$ cat config.mk
export PLATFORM = sky130hd
export DESIGN_NAME = pid_controller_clamped_integrator
export DESIGN_NICKNAME = d
export VERILOG_FILES = /design/src/rtl/pidci_pkg.sv /design/src/rtl/pidci_regs.sv /design/src/rtl/pidci_core.sv /design/src/rtl/pidci_out.sv /design/src/rtl/pid_controller_clamped_integrator.sv
export SDC_FILE = /design/constraint.sdc
export NUM_CORES = 2
export LEC_CHECK = 0
export ABC_AREA = 1
export BUFFER_PORTS_ARGS = -buffer_cell sky130_fd_sc_hd__buf_2
export CORE_UTILIZATION = 40
export CTS_CLUSTER_SIZE = 14
export DETAILED_ROUTE_END_ITERATION = 10
export GPL_ROUTABILITY_DRIVEN = 0
export PLACE_DENSITY = 0.57
export REMOVE_ABC_BUFFERS = 1
export SYNTH_ARGS = -nofsm -noshare
export SYNTH_HDL_FRONTEND = slang
export SYNTH_SLANG_ARGS = --single-unit
$ cat constraint.sdc
create_clock -name clk -period 10.35 [get_ports clk]
set_input_delay 0.5175 -clock clk [delete_from_list [all_inputs] [get_ports clk]]
set_output_delay 0.5175 -clock clk [all_outputs]
set_load 0.02 [all_outputs]
$ cat src/rtl/pidci_pkg.sv
// ----------------------------------------------------------------------------
// pidci_pkg
// Types and constants shared by the PID controller blocks.
// ----------------------------------------------------------------------------
package pidci_pkg;

	// fixed field widths
	localparam int GAIN_W   = 16;
	localparam int ACCUM_W  = 32;
	localparam int DRIVE_W  = 32;
	localparam int DATA_W   = 32;
	localparam int CFG_ADDR_W = 5;

	// parameter defaults
	localparam int GAIN_FRAC_BITS_DEF = 8;
	localparam int SAMPLE_WIDTH_DEF   = 16;

	// request codes
	localparam logic REQ_SAMPLE = 1'b0;
	localparam logic REQ_PRESET = 1'b1;

	// register map, word index
	typedef enum logic [2:0] {
		REG_PROP_GAIN    = 3'd0,
		REG_INTEG_GAIN   = 3'd1,
		REG_DERIV_GAIN   = 3'd2,
		REG_TARGET_LEVEL = 3'd3,
		REG_INTEG_UPPER  = 3'd4,
		REG_INTEG_LOWER  = 3'd5
	} reg_idx_t;

	// gains and clamp limits
	typedef struct packed {
		logic [GAIN_W-1:0]  prop_gain;
		logic [GAIN_W-1:0]  integ_gain;
		logic [GAIN_W-1:0]  deriv_gain;
		logic [ACCUM_W-1:0] integ_upper;
		logic [ACCUM_W-1:0] integ_lower;
	} cfg_t;

	// pipeline advance strobes
	typedef struct packed {
		logic adv_s1;
		logic adv_s2;
	} pipe_ctl_t;

endpackage

$ cat src/rtl/pidci_regs.sv
// ----------------------------------------------------------------------------
// pidci_regs
// APB register bank: gains, set point and integrator clamp limits.
// ----------------------------------------------------------------------------
module pidci_regs #(
	parameter int SAMPLE_WIDTH = pidci_pkg::SAMPLE_WIDTH_DEF
) (
	input  logic                                 clk,
	input  logic                                 arst_n,
	input  logic                                 psel,
	input  logic                                 penable,
	input  logic                                 pwrite,
	input  logic [pidci_pkg::CFG_ADDR_W-1:0]     paddr,
	input  logic [pidci_pkg::DATA_W-1:0]         pwdata,
	output logic [pidci_pkg::DATA_W-1:0]         prdata,
	output logic                                 pready,
	output pidci_pkg::cfg_t                      cfg,
	output logic signed [SAMPLE_WIDTH-1:0]       target_level
);
	import pidci_pkg::*;

	cfg_t                     cfg_q;
	logic [SAMPLE_WIDTH-1:0]  target_q;
	logic                     wr_en;
	reg_idx_t                 reg_idx;

	assign pready  = 1'b1;
	assign wr_en   = psel & penable & pwrite & pready;
	assign reg_idx = reg_idx_t'(paddr[CFG_ADDR_W-1:2]);

	// register writes; unmapped words are ignored
	always_ff @(posedge clk or negedge arst_n) begin
		if (!arst_n) begin
			cfg_q    <= '0;
			target_q <= '0;
		end else if (wr_en) begin
			unique case (reg_idx)
				REG_PROP_GAIN:    cfg_q.prop_gain   <= pwdata[GAIN_W-1:0];
				REG_INTEG_GAIN:   cfg_q.integ_gain  <= pwdata[GAIN_W-1:0];
				REG_DERIV_GAIN:   cfg_q.deriv_gain  <= pwdata[GAIN_W-1:0];
				REG_TARGET_LEVEL: target_q          <= pwdata[SAMPLE_WIDTH-1:0];
				REG_INTEG_UPPER:  cfg_q.integ_upper <= pwdata[ACCUM_W-1:0];
				REG_INTEG_LOWER:  cfg_q.integ_lower <= pwdata[ACCUM_W-1:0];
				default: ;
			endcase
		end
	end

	// read-back, sign extended
	always_comb begin
		unique case (reg_idx)
			REG_PROP_GAIN:
				prdata = {{(DATA_W-GAIN_W){cfg_q.prop_gain[GAIN_W-1]}}, cfg_q.prop_gain};
			REG_INTEG_GAIN:
				prdata = {{(DATA_W-GAIN_W){cfg_q.integ_gain[GAIN_W-1]}}, cfg_q.integ_gain};
			REG_DERIV_GAIN:
				prdata = {{(DATA_W-GAIN_W){cfg_q.deriv_gain[GAIN_W-1]}}, cfg_q.deriv_gain};
			REG_TARGET_LEVEL:
				prdata = DATA_W'($signed(target_q));
			REG_INTEG_UPPER:  prdata = cfg_q.integ_upper;
			REG_INTEG_LOWER:  prdata = cfg_q.integ_lower;
			default:          prdata = '0;
		endcase
	end

	assign cfg          = cfg_q;
	assign target_level = $signed(target_q);

endmodule

$ cat src/rtl/pidci_core.sv
// ----------------------------------------------------------------------------
// pidci_core
// Error, derivative and clamped integrator update; registers the three
// gain products for the output stage.
// ----------------------------------------------------------------------------
module pidci_core #(
	parameter int SAMPLE_WIDTH = pidci_pkg::SAMPLE_WIDTH_DEF
) (
	input  logic                                   clk,
	input  logic                                   arst_n,
	input  pidci_pkg::pipe_ctl_t                   ctl,
	input  pidci_pkg::cfg_t                        cfg,
	input  logic signed [SAMPLE_WIDTH-1:0]         target_level,
	input  logic                                   req_type_s1,
	input  logic signed [SAMPLE_WIDTH-1:0]         meas_s1,
	input  logic signed [pidci_pkg::ACCUM_W-1:0]   preset_s1,
	output logic signed [SAMPLE_WIDTH+16:0]        prod_p_s2,
	output logic signed [pidci_pkg::ACCUM_W+15:0]  prod_i_s2,
	output logic signed [SAMPLE_WIDTH+17:0]        prod_d_s2,
	output logic signed [SAMPLE_WIDTH:0]           err_s2,
	output logic signed [pidci_pkg::ACCUM_W-1:0]   accum_s2,
	output logic signed [SAMPLE_WIDTH:0]           prev_s2
);
	import pidci_pkg::*;

	localparam int ERR_W   = SAMPLE_WIDTH + 1;
	localparam int DELTA_W = SAMPLE_WIDTH + 2;
	localparam int SUM_W   = ((ERR_W > ACCUM_W) ? ERR_W : ACCUM_W) + 1;

	// controller state
	logic signed [ACCUM_W-1:0] accum_q;
	logic signed [ERR_W-1:0]   prev_err_q;

	logic signed [GAIN_W-1:0]  kp, ki, kd;
	logic signed [ACCUM_W-1:0] upper, lower;
	logic signed [ERR_W-1:0]   err;
	logic signed [DELTA_W-1:0] delta;
	logic signed [SUM_W-1:0]   acc_sum, upper_x, lower_x;
	logic signed [ACCUM_W-1:0] acc_next;
	logic signed [SAMPLE_WIDTH+16:0]  prod_p;
	logic signed [ACCUM_W+15:0]       prod_i;
	logic signed [SAMPLE_WIDTH+17:0]  prod_d;

	assign kp    = cfg.prop_gain;
	assign ki    = cfg.integ_gain;
	assign kd    = cfg.deriv_gain;
	assign upper = cfg.integ_upper;
	assign lower = cfg.integ_lower;

	// error and derivative
	assign err   = ERR_W'(target_level) - ERR_W'(meas_s1);
	assign delta = DELTA_W'(err) - DELTA_W'(prev_err_q);

	// integrate, then clamp: upper limit tested first
	assign acc_sum = SUM_W'(accum_q) + SUM_W'(err);
	assign upper_x = SUM_W'(upper);
	assign lower_x = SUM_W'(lower);

	always_comb begin
		if (acc_sum > upper_x) begin
			acc_next = upper;
		end else if (acc_sum < lower_x) begin
			acc_next = lower;
		end else begin
			acc_next = acc_sum[ACCUM_W-1:0];
		end
	end

	// gain products, exact width
	assign prod_p = kp * err;
	assign prod_i = ki * acc_next;
	assign prod_d = kd * delta;

	// state update as the item leaves stage one
	always_ff @(posedge clk or negedge arst_n) begin
		if (!arst_n) begin
			accum_q    <= '0;
			prev_err_q <= '0;
		end else if (ctl.adv_s1) begin
			if (req_type_s1 == REQ_PRESET) begin
				accum_q <= preset_s1;
			end else begin
				accum_q    <= acc_next;
				prev_err_q <= err;
			end
		end
	end

	// stage two payload; a preset carries zero products
	always_ff @(posedge clk) begin
		if (ctl.adv_s1) begin
			if (req_type_s1 == REQ_PRESET) begin
				prod_p_s2 <= '0;
				prod_i_s2 <= '0;
				prod_d_s2 <= '0;
				err_s2    <= '0;
				accum_s2  <= preset_s1;
				prev_s2   <= prev_err_q;
			end else begin
				prod_p_s2 <= prod_p;
				prod_i_s2 <= prod_i;
				prod_d_s2 <= prod_d;
				err_s2    <= err;
				accum_s2  <= acc_next;
				prev_s2   <= err;
			end
		end
	end

endmodule

$ cat src/rtl/pidci_out.sv
// ----------------------------------------------------------------------------
// pidci_out
// Sums the gain products, drops the gain fraction bits and saturates the
// drive to 32 bits; holds the result register.
// ----------------------------------------------------------------------------
module pidci_out #(
	parameter int GAIN_FRAC_BITS = pidci_pkg::GAIN_FRAC_BITS_DEF,
	parameter int SAMPLE_WIDTH   = pidci_pkg::SAMPLE_WIDTH_DEF
) (
	input  logic                                   clk,
	input  pidci_pkg::pipe_ctl_t                   ctl,
	input  logic signed [SAMPLE_WIDTH+16:0]        prod_p_s2,
	input  logic signed [pidci_pkg::ACCUM_W+15:0]  prod_i_s2,
	input  logic signed [SAMPLE_WIDTH+17:0]        prod_d_s2,
	input  logic signed [SAMPLE_WIDTH:0]           err_s2,
	input  logic signed [pidci_pkg::ACCUM_W-1:0]   accum_s2,
	input  logic signed [SAMPLE_WIDTH:0]           prev_s2,
	output logic signed [pidci_pkg::DRIVE_W-1:0]   drive,
	output logic signed [SAMPLE_WIDTH:0]           error_now,
	output logic signed [pidci_pkg::ACCUM_W-1:0]   accum_now,
	output logic signed [SAMPLE_WIDTH:0]           last_error_now
);
	import pidci_pkg::*;

	localparam int PI_W  = ACCUM_W + GAIN_W;
	localparam int PD_W  = SAMPLE_WIDTH + 2 + GAIN_W;
	localparam int SUM_W = ((PI_W > PD_W) ? PI_W : PD_W) + 2;

	localparam logic signed [SUM_W-1:0] DRV_MAX =
		{{(SUM_W-DRIVE_W+1){1'b0}}, {(DRIVE_W-1){1'b1}}};
	localparam logic signed [SUM_W-1:0] DRV_MIN =
		{{(SUM_W-DRIVE_W+1){1'b1}}, {(DRIVE_W-1){1'b0}}};

	logic signed [SUM_W-1:0]   sum, scaled;
	logic signed [DRIVE_W-1:0] drive_sat;

	// exact sum, floor shift
	assign sum    = SUM_W'(prod_p_s2) + SUM_W'(prod_i_s2) + SUM_W'(prod_d_s2);
	assign scaled = sum >>> GAIN_FRAC_BITS;

	// saturate to signed 32 bits
	always_comb begin
		if (scaled > DRV_MAX) begin
			drive_sat = DRV_MAX[DRIVE_W-1:0];
		end else if (scaled < DRV_MIN) begin
			drive_sat = DRV_MIN[DRIVE_W-1:0];
		end else begin
			drive_sat = scaled[DRIVE_W-1:0];
		end
	end

	// result register
	always_ff @(posedge clk) begin
		if (ctl.adv_s2) begin
			drive          <= drive_sat;
			error_now      <= err_s2;
			accum_now      <= accum_s2;
			last_error_now <= prev_s2;
		end
	end

endmodule

$ cat src/rtl/pid_controller_clamped_integrator.sv
// ----------------------------------------------------------------------------
// pid_controller_clamped_integrator
// Discrete PID controller with a clamped integrator and APB register bank.
// ----------------------------------------------------------------------------
// Takes one item per clock unless in_stall is high. The item passes three
// registers: stage one registers the item, stage two forms the error, the
// derivative, the clamped integrator and the three gain products, and the
// result register receives the summed, scaled and saturated drive. The
// integrator and previous error update as an item leaves stage one, so the
// next item sees them at once; that add-and-clamp loop sets the clock. A
// preset item loads the integrator unclamped and returns a zero drive and a
// zero error. Gains are signed with GAIN_FRAC_BITS fraction bits; the drive
// rounds toward minus infinity. Registers sit at byte address 4*index and
// are to be written only while no item is in flight, which the block itself
// does not enforce; pready is always high.
// ----------------------------------------------------------------------------
module pid_controller_clamped_integrator #(
	parameter int GAIN_FRAC_BITS = pidci_pkg::GAIN_FRAC_BITS_DEF,
	parameter int SAMPLE_WIDTH   = pidci_pkg::SAMPLE_WIDTH_DEF
) (
	input  logic                                   clk,
	input  logic                                   arst_n,
	// configuration
	input  logic                                   psel,
	input  logic                                   penable,
	input  logic                                   pwrite,
	input  logic [pidci_pkg::CFG_ADDR_W-1:0]       paddr,
	input  logic [pidci_pkg::DATA_W-1:0]           pwdata,
	output logic [pidci_pkg::DATA_W-1:0]           prdata,
	output logic                                   pready,
	// input channel
	input  logic                                   in_valid,
	output logic                                   in_stall,
	input  logic                                   req_type,
	input  logic signed [SAMPLE_WIDTH-1:0]         measurement,
	input  logic signed [pidci_pkg::ACCUM_W-1:0]   preset_value,
	// output channel
	output logic                                   out_valid,
	input  logic                                   out_stall,
	output logic signed [pidci_pkg::DRIVE_W-1:0]   drive,
	output logic signed [SAMPLE_WIDTH:0]           error_now,
	output logic signed [pidci_pkg::ACCUM_W-1:0]   accum_now,
	output logic signed [SAMPLE_WIDTH:0]           last_error_now
);
	import pidci_pkg::*;

	cfg_t                            cfg;
	logic signed [SAMPLE_WIDTH-1:0]  target_level;
	pipe_ctl_t                       ctl;

	logic                            valid_s1, valid_s2, out_valid_q;
	logic                            req_type_s1;
	logic signed [SAMPLE_WIDTH-1:0]  meas_s1;
	logic signed [ACCUM_W-1:0]       preset_s1;
	logic                            out_free, s2_free, s1_free;

	logic signed [SAMPLE_WIDTH+16:0] prod_p_s2;
	logic signed [ACCUM_W+15:0]      prod_i_s2;
	logic signed [SAMPLE_WIDTH+17:0] prod_d_s2;
	logic signed [SAMPLE_WIDTH:0]    err_s2;
	logic signed [ACCUM_W-1:0]       accum_s2;
	logic signed [SAMPLE_WIDTH:0]    prev_s2;

	// register bank
	pidci_regs #(
		.SAMPLE_WIDTH(SAMPLE_WIDTH)
	) u_regs (
		.clk          (clk),
		.arst_n       (arst_n),
		.psel         (psel),
		.penable      (penable),
		.pwrite       (pwrite),
		.paddr        (paddr),
		.pwdata       (pwdata),
		.prdata       (prdata),
		.pready       (pready),
		.cfg          (cfg),
		.target_level (target_level)
	);

	// stage flow: a stage moves when the one after it is empty or moving
	assign out_free   = !out_valid_q || !out_stall;
	assign s2_free    = !valid_s2 || out_free;
	assign s1_free    = !valid_s1 || s2_free;
	assign ctl.adv_s1 = valid_s1 && s2_free;
	assign ctl.adv_s2 = valid_s2 && out_free;
	assign in_stall   = !s1_free;
	assign out_valid  = out_valid_q;

	always_ff @(posedge clk or negedge arst_n) begin
		if (!arst_n) begin
			valid_s1    <= 1'b0;
			valid_s2    <= 1'b0;
			out_valid_q <= 1'b0;
		end else begin
			if (s1_free) begin
				valid_s1 <= in_valid;
			end
			if (s2_free) begin
				valid_s2 <= valid_s1;
			end
			if (out_free) begin
				out_valid_q <= valid_s2;
			end
		end
	end

	// input register
	always_ff @(posedge clk) begin
		if (in_valid && s1_free) begin
			req_type_s1 <= req_type;
			meas_s1     <= measurement;
			preset_s1   <= preset_value;
		end
	end

	pidci_core #(
		.SAMPLE_WIDTH(SAMPLE_WIDTH)
	) u_core (
		.clk          (clk),
		.arst_n       (arst_n),
		.ctl          (ctl),
		.cfg          (cfg),
		.target_level (target_level),
		.req_type_s1  (req_type_s1),
		.meas_s1      (meas_s1),
		.preset_s1    (preset_s1),
		.prod_p_s2    (prod_p_s2),
		.prod_i_s2    (prod_i_s2),
		.prod_d_s2    (prod_d_s2),
		.err_s2       (err_s2),
		.accum_s2     (accum_s2),
		.prev_s2      (prev_s2)
	);

	pidci_out #(
		.GAIN_FRAC_BITS (GAIN_FRAC_BITS),
		.SAMPLE_WIDTH   (SAMPLE_WIDTH)
	) u_out (
		.clk            (clk),
		.ctl            (ctl),
		.prod_p_s2      (prod_p_s2),
		.prod_i_s2      (prod_i_s2),
		.prod_d_s2      (prod_d_s2),
		.err_s2         (err_s2),
		.accum_s2       (accum_s2),
		.prev_s2        (prev_s2),
		.drive          (drive),
		.error_now      (error_now),
		.accum_now      (accum_now),
		.last_error_now (last_error_now)
	);

endmodule

After elaboration in Yosys (flattened, before gate mapping)
Cells that the tools add are included.
- bits in registers: 508
- logic and storage cells: 67
- $add $sub $neg: 5
- multipliers: 3
- $lt $le $gt $ge: 4
- equality and inequality tests: 5
- muxes and demuxes: 6
- bitwise operators: 2
- reductions and logical operators: 18
- operator list (kind ; count):
    32-bit one-hot mux with 6 select lines ; 1
    32-bit 2-to-1 mux ; 4
    49-bit by 34-bit adder with 50-bit output ; 1
    33-bit by 48-bit adder with 49-bit output ; 1
    16-bit by 32-bit multiplier with 48-bit output ; 1
    42-bit by 32-bit > comparator with 1-bit output (second input constant) ; 1
    42-bit by 32-bit < comparator with 1-bit output (second input constant) ; 1
    16-bit by 18-bit multiplier with 34-bit output ; 1
    32-bit by 17-bit adder with 33-bit output ; 1
    33-bit by 32-bit > comparator with 1-bit output ; 1
    33-bit by 32-bit < comparator with 1-bit output ; 1
    16-bit by 17-bit multiplier with 33-bit output ; 1
    17-bit by 17-bit subtractor with 18-bit output ; 1
    17-bit 2-to-1 mux ; 1
    16-bit by 16-bit subtractor with 17-bit output ; 1
    2-bit AND reduction ; 6
    3-bit by 2-bit == test with 1-bit output (second input constant) ; 2
    3-bit == test (second input constant) ; 2
    1-bit logical NOT ; 5
    3-bit by 1-bit == test with 1-bit output (second input constant) ; 1
    1-bit logical AND ; 3
    3-bit logical NOT ; 1
    1-bit logical OR ; 3
    1-bit AND ; 2

Logic depth before layout (Yosys ltp)
- word-level depth: 6
- depth in mapped cells: 71
- depth with buffers taken out: 69

Cells and area by module
Synthesis repeated with hierarchy kept, for this count alone.
- cells, all modules: 8602
- area, all modules: 70392.5 µm²
- modules (own cells, without submodules) (module ; times used ; cells each ; area each (µm²) ; seq. area each (µm²)):
    pidci_core ; 1 ; 6639 ; 54041.8 ; 6661.4
    pidci_out ; 1 ; 1046 ; 8326.7 ; 2942.8
    pidci_regs ; 1 ; 852 ; 6417.4 ; 3203.1
    pid_controller_clamped_integrator ; 1 ; 65 ; 1606.5 ; 1546.5

Worst setup path before layout
Ideal clock, no wire load.
- path type: flip-flop to flip-flop
- start point: register u_regs.target_q[0] (netlist: u_regs.target_level[0])
- end point: register u_core.prod_i_s2[44] in the netlist's numbering (data pin)
- setup time: 146 ps
- data arrival time: 9759 ps
- data required time: 10204 ps
- slack: 446 ps
- cell stages (with the launch flop): 59
- buffers on the path: 3
- clock period less this slack: 9904 ps
- path through: dfrtp_1 -> inv_1 -> ha_1 -> fa_1 -> o21ai_1 -> nand2_1 -> nand2_1 -> a21o_1 -> nand2_1 -> nand2_1 -> a21oi_1 -> or2_2 -> nand2_2 -> inv_1 -> buf_2 -> ha_1 -> nand2_1 -> inv_1 -> [... 23 more ...] -> inv_1 -> fa_1 -> inv_1 -> fa_1 -> fa_1 -> inv_1 -> fa_1 -> inv_1 -> ha_1 -> nand2_1 -> nor2_1 -> inv_1 -> nor4_1 -> nand3_1 -> nand3_1 -> a21o_1 -> o21ai_0 -> a21oi_1
- word-level cells in the longest chain between the ends: 6
- RTL lines (what ; RTL line ; text):
    from (decl) ; pidci_regs.sv:23 ; logic [SAMPLE_WIDTH-1:0] target_q;
    from (signal assigned) ; pidci_regs.sv:41 ; REG_TARGET_LEVEL: target_q <= pwdata[SAMPLE_WIDTH-1:0];
    16-bit by 16-bit subtractor with 17-bit output (*) ; pidci_core.sv:51 ; assign err = ERR_W'(target_level) - ERR_W'(meas_s1);
    named net u_core.err[10] ; pidci_core.sv:36 ; logic signed [ERR_W-1:0] err;
    32-bit by 17-bit adder with 33-bit output (*) ; pidci_core.sv:55 ; assign acc_sum = SUM_W'(accum_q) + SUM_W'(err);
    33-bit by 32-bit < comparator with 1-bit output ; pidci_core.sv:62 ; end else if (acc_sum < lower_x) begin
    32-bit 2-to-1 mux ; pidci_core.sv:62 ;
    32-bit 2-to-1 mux (*) ; pidci_core.sv:60 ; if (acc_sum > upper_x) begin
    16-bit by 32-bit multiplier with 48-bit output (*) ; pidci_core.sv:71 ; assign prod_i = ki * acc_next;
    to (signal assigned) ; pidci_core.sv:101 ; prod_i_s2 <= prod_i;
    to (decl) ; pidci_core.sv:18 ; output logic signed [pidci_pkg::ACCUM_W+15:0] prod_i_s2,
Mark *: on every way through the listed nets, which the timed path passes. The rest lies on a longest branch.
A chain may end at the register's enable or synchronous reset.

Worst setup path after layout
- start point: register meas_s1[0]
- end point: register u_core.prod_i_s2[30] in the netlist's numbering (data pin)
- word-level cells in the longest chain between the ends: 6
- RTL lines (what ; RTL line ; text):
    from (decl) ; pid_controller_clamped_integrator.sv:53 ; logic signed [SAMPLE_WIDTH-1:0] meas_s1;
    from (signal assigned) ; pid_controller_clamped_integrator.sv:112 ; meas_s1 <= measurement;
    16-bit by 16-bit subtractor with 17-bit output (*) ; pidci_core.sv:51 ;
    named net u_core.err[16] ; pidci_core.sv:36 ;
    32-bit by 17-bit adder with 33-bit output (*) ; pidci_core.sv:55 ;
    33-bit by 32-bit < comparator with 1-bit output ; pidci_core.sv:62 ;
    32-bit 2-to-1 mux ; pidci_core.sv:62 ;
    32-bit 2-to-1 mux (*) ; pidci_core.sv:60 ;
    16-bit by 32-bit multiplier with 48-bit output (*) ; pidci_core.sv:71 ;
Marks and branches as above.

==> impl_metrics.prom <==
# TYPE chip_impl_metric gauge
chip_impl_metric{name="drv_slew",unit=""} 0
chip_impl_metric{name="synth_largest_type_area_fraction",unit=""} 0.320
chip_impl_info{name="post-synth-top-count-cell",value="sky130_fd_sc_hd__nand2_1"} 1
chip_impl_info{name="synth.area.top_cells",value="sky130_fd_sc_hd__fa_1, sky130_fd_sc_hd__edfxtp_1, sky130_fd_sc_hd__nand2_1"} 1
chip_impl_metric{name="synthesis.area_per_instance",unit="um^2"} 8.31
chip_impl_metric{name="fin_worst_hold_slack",unit="ns"} 0.0410
chip_impl_metric{name="post_route_cells_drive_above_1_share",unit=""} 0.194
chip_impl_info{name="synth_commonest_cells",value="sky130_fd_sc_hd__nand2_1, sky130_fd_sc_hd__inv_1, sky130_fd_sc_hd__fa_1, sky130_fd_sc_hd__nor2_1, sky130_fd_sc_hd__ha_1"} 1
chip_impl_info{name="path_class",value="flip-flop to flip-flop"} 1
chip_impl_metric{name="r2r.worst_path.cells",unit=""} 60
chip_impl_metric{name="cts_max_level",unit=""} 2
chip_impl_metric{name="grt_overflow_total",unit=""} 0
chip_impl_metric{name="die_height",unit="um"} 417
chip_impl_metric{name="clkTransAtPathRegs",unit="ns"} 0.08
chip_impl_metric{name="grt_pass1_vias",unit=""} 60550
chip_impl_metric{name="regToRegSetupSlack",unit="ns"} -0.27
chip_impl_metric{name="drc",unit=""} 0
chip_impl_metric{name="grt_first_pass_wirelength",unit="um"} 359000
chip_impl_metric{name="arrival_time_of_the_worst_setup_path",unit="ns"} 11.17
chip_impl_metric{name="utilization",unit=""} 0.492
chip_impl_info{name="synth_top_area_cell",value="sky130_fd_sc_hd__fa_1"} 1
chip_impl_metric{name="viasPerCell",unit=""} 5.14
chip_impl_metric{name="grt_start_max_net_pins",unit=""} 82
chip_impl_metric{name="clock-sinks",unit=""} 508
chip_impl_metric{name="critPathMaxStageDelay",unit="ns"} 0.57
chip_impl_metric{name="drtIter0Drc",unit=""} 5064
chip_impl_metric{name="design_area",unit="um^2"} 83700
chip_impl_metric{name="post-route-min-period",unit="ns"} 10.62
chip_impl_metric{name="pre_repair_dr_iteration_count",unit=""} 6
chip_impl_metric{name="share_of_synthesized_flip_flops_with_an_asynchronous_set_or_reset",unit=""} 0.354
chip_impl_metric{name="yosysWarnings",unit=""} 0
chip_impl_metric{name="flow.area_growth_from_synthesis",unit="%"} 21.5
chip_impl_metric{name="fmax_achieved",unit="MHz"} 94.1
chip_impl_metric{name="synth_seq_cells",unit=""} 508
chip_impl_metric{name="critPathMaxFanout",unit=""} 7
chip_impl_metric{name="synth_enable_flop_cells",unit=""} 328
chip_impl_metric{name="fin_nets",unit=""} 10822
chip_impl_metric{name="max-clock-path-buffers",unit=""} 3
chip_impl_info{name="crit-reg2reg-capture",value="u_core.prod_i_s2[30]"} 1
chip_impl_info{name="reg2reg_from",value="meas_s1[0]"} 1
chip_impl_metric{name="synthesis.instances",unit=""} 8289
chip_impl_metric{name="setup_viol",unit=""} 28
chip_impl_metric{name="die_x",unit="um"} 417
chip_impl_info{name="violations",value="setup timing"} 1
chip_impl_info{name="cts_root_buffer",value="sky130_fd_sc_hd__clkbuf_16"} 1
chip_impl_metric{name="antenna_found_initial",unit=""} 13
chip_impl_metric{name="placedInstanceArea",unit="um^2"} 76800
chip_impl_metric{name="final.setup_skew",unit="ns"} 0.0801
chip_impl_metric{name="grt_util_all_layers",unit=""} 0.271
chip_impl_metric{name="synth_sequential_area_ratio",unit=""} 0.208
chip_impl_info{name="hold_end",value="u_regs.cfg[50]"} 1
chip_impl_metric{name="postLayoutSetupSlackWorst",unit="ns"} -0.272
chip_impl_metric{name="critPathRequiredTime",unit="ns"} 10.90
chip_impl_metric{name="hold_viol",unit=""} 0
chip_impl_metric{name="core_area",unit="um^2"} 170000
chip_impl_metric{name="routedWlPerCell",unit="um"} 20.5
chip_impl_metric{name="num_cts_buffers",unit=""} 59
chip_impl_metric{name="portBuffers",unit=""} 222
chip_impl_metric{name="num_vias",unit=""} 59146
chip_impl_metric{name="worstHoldPathCells",unit=""} 3
chip_impl_metric{name="place_hpwl",unit="um"} 190000
chip_impl_info{name="cts_tree",value="done"} 1
chip_impl_metric{name="overall_die_area",unit="um^2"} 174000
chip_impl_metric{name="cell_area_after_synthesis",unit="um^2"} 68900
chip_impl_metric{name="post_route_clock_period_utilization",unit=""} 1.03
chip_impl_metric{name="drv_cap",unit=""} 0
chip_impl_metric{name="synth_cell_types",unit=""} 57
chip_impl_info{name="hp-start",value="pwdata[18]"} 1
chip_impl_metric{name="ios",unit=""} 226
chip_impl_info{name="status",value="finished, violations left"} 1
chip_impl_metric{name="slew_headroom",unit=""} 0.178
chip_impl_metric{name="final_antenna_net_count",unit=""} 0
chip_impl_info{name="endpoint_kind",value="flip-flop"} 1
chip_impl_metric{name="worst_slew_pin_slew",unit="ns"} 1.22
chip_impl_metric{name="route.final.wire_length",unit="um"} 236000
chip_impl_info{name="hp-class",value="primary input to flip-flop"} 1
chip_impl_info{name="worst_path_max_delay_cell",value="sky130_fd_sc_hd__fa_1"} 1
chip_impl_metric{name="initial_utilization",unit=""} 0.405
chip_impl_info{name="setup_repair_after_global_routing_missed_its_margin",value="yes"} 1
chip_impl_info{name="worst_setup_path_start_kind",value="flip-flop"} 1
chip_impl_metric{name="core.rowCount",unit=""} 151
chip_impl_info{name="synth-main-ff-cell",value="sky130_fd_sc_hd__edfxtp_1"} 1
chip_impl_metric{name="clock_latency",unit="ns"} 0.74
[repair_timing]
action,in CTS,in global routing
setup endpoints to repair,37,42
hold buffers,52,0
pin swaps,140,129
endpoints found under the hold margin,94,0
cloned,7,1
resized for setup,530,248
setup buffers,83,45
[worst max path at each step]
| stage | from | to | slack, ns | cells past startpoint |
|---|---|---|---|---|
| 6_report | meas_s1[0] | u_core.prod_i_s2[30] | -0.27 | 60 |
| 5_1_grt | u_regs.target_level[0] | u_core.prod_i_s2[46] | -0.78 | 67 |
| 4_1_cts | meas_s1[0] | u_core.prod_i_s2[46] | -0.15 | 62 |
| 3_5_place_dp | u_regs.target_level[0] | u_core.prod_i_s2[30] | -0.99 | 56 |
| 3_3_place_gp | u_regs.target_level[0] | u_core.prod_i_s2[30] | -0.89 | 58 |
| 2_1_floorplan | u_regs.target_level[0] | u_core.prod_i_s2[40] | -0.85 | 50 |
[metrics by stage]
| stage | cells | setup slack [ns] | setup TNS [ns] |
|---|---|---|---|
| after floorplan | 8057 | -0.849 | -18.05 |
| after global placement | 11212 | -0.891 | -16.34 |
| after detailed placement | 11212 | -0.994 | -21.04 |
| after CTS | 11465 | -0.151 | -0.880 |
| after global routing | 11513 | -0.776 | -20.15 |
| final | 11516 | -0.272 | -3.84 |
[state kept, by name, summed over array words and instances, names as in the netlist]
name                  count
u_regs.target_level      16
out_valid                 1
preset_s1                32
u_core.accum_s2          32
u_core.prod_i_s2         48
u_regs.cfg              112
u_core.prod_d_s2         34
valid_s2                  1
u_core.accum_q           32
u_out.drive              32
u_core.prev_s2           17
meas_s1                  16
u_core.err_s2            17
u_out.last_error_now     17
u_core.prod_p_s2         33
u_core.prev_err_q        17
valid_s1                  1
u_out.error_now          17
req_type_s1               1
u_out.accum_now          32
[cell type report]
| type | count | area (um^2) |
|---|---|---|
| Sequential cell | 508 | 14400 |
| Clock buffer | 85 | 1690 |
| Inverter | 1851 | 7030 |
| Multi-Input combinational cell | 5698 | 49500 |
| Fill cell | 16146 | 86500 |
| Timing Repair inverter | 1 | 7.51 |
| Antenna cell | 7 | 17.5 |
| Timing Repair Buffer | 1045 | 7940 |
| Tap cell | 2295 | 2870 |
| Clock inverter | 26 | 314 |
[logic make-up (layout without fill, tap and decap cells)]
| logic type | count (synthesis) | after routing | share of synthesized area |
|---|---|---|---|
| DFF | 508 | 508 | 0.208 |
| AOI/OAI and AO/OA | 867 | 867 | 0.0710 |
| adders and majority gates | 1565 | 1565 | 0.404 |
| xor gates and xnor gates | 90 | 90 | 0.0116 |
| other | 1 | 8 | 0.0000544 |
| buffers and inverters | 2083 | 3008 | 0.117 |
| and+or+nand+nor | 3175 | 3175 | 0.188 |
[critical path: cells and delay by family, from the launching register on]
kind / cells / cell delay [ns]
AOI/OAI and AO/OA: 6 / 0.88
xor gates and xnor gates: 1 / 0.15
adders and majority gates: 11 / 4.66
buffers and inverters: 16 / 1.57
DFF: 1 / 0.37
and+or+nand+nor: 26 / 2.74
[placed cells by master, fill, tap and decap left out, types with 44 or more instances in the layout]
master	instances
sky130_fd_sc_hd__nand2_1	1784
sky130_fd_sc_hd__inv_2	66
sky130_fd_sc_hd__ha_4	66
sky130_fd_sc_hd__or2_2	66
sky130_fd_sc_hd__fa_1	1060
sky130_fd_sc_hd__inv_1	1738
sky130_fd_sc_hd__dlygate4sd3_1	52
sky130_fd_sc_hd__nand4_1	44
sky130_fd_sc_hd__nand2_4	45
sky130_fd_sc_hd__ha_1	396
sky130_fd_sc_hd__nand2_2	95
sky130_fd_sc_hd__edfxtp_1	328
sky130_fd_sc_hd__dfrtp_1	180
sky130_fd_sc_hd__buf_4	703
sky130_fd_sc_hd__nor2_1	653
sky130_fd_sc_hd__nor2_2	77
sky130_fd_sc_hd__clkbuf_16	62
sky130_fd_sc_hd__buf_6	44
sky130_fd_sc_hd__o21ai_0	268
sky130_fd_sc_hd__buf_2	221
sky130_fd_sc_hd__a21oi_1	289
sky130_fd_sc_hd__nand3_1	204
sky130_fd_sc_hd__a21oi_2	45
[layer usage]
metal | vias to the layer above | global-route usage | routed length, um
met5 | - | 0 | 43
met4 | 6 | 0.116 | 11300
met3 | 448 | 0.0503 | 20500
met2 | 2552 | 0.428 | 107000
met1 | 29130 | 0.364 | 97800
li1 | 27010 | - | -
Power is left out: the tool's default activity adds up to more than one toggle a clock period on the data nets, which glitch-free logic cannot reach.
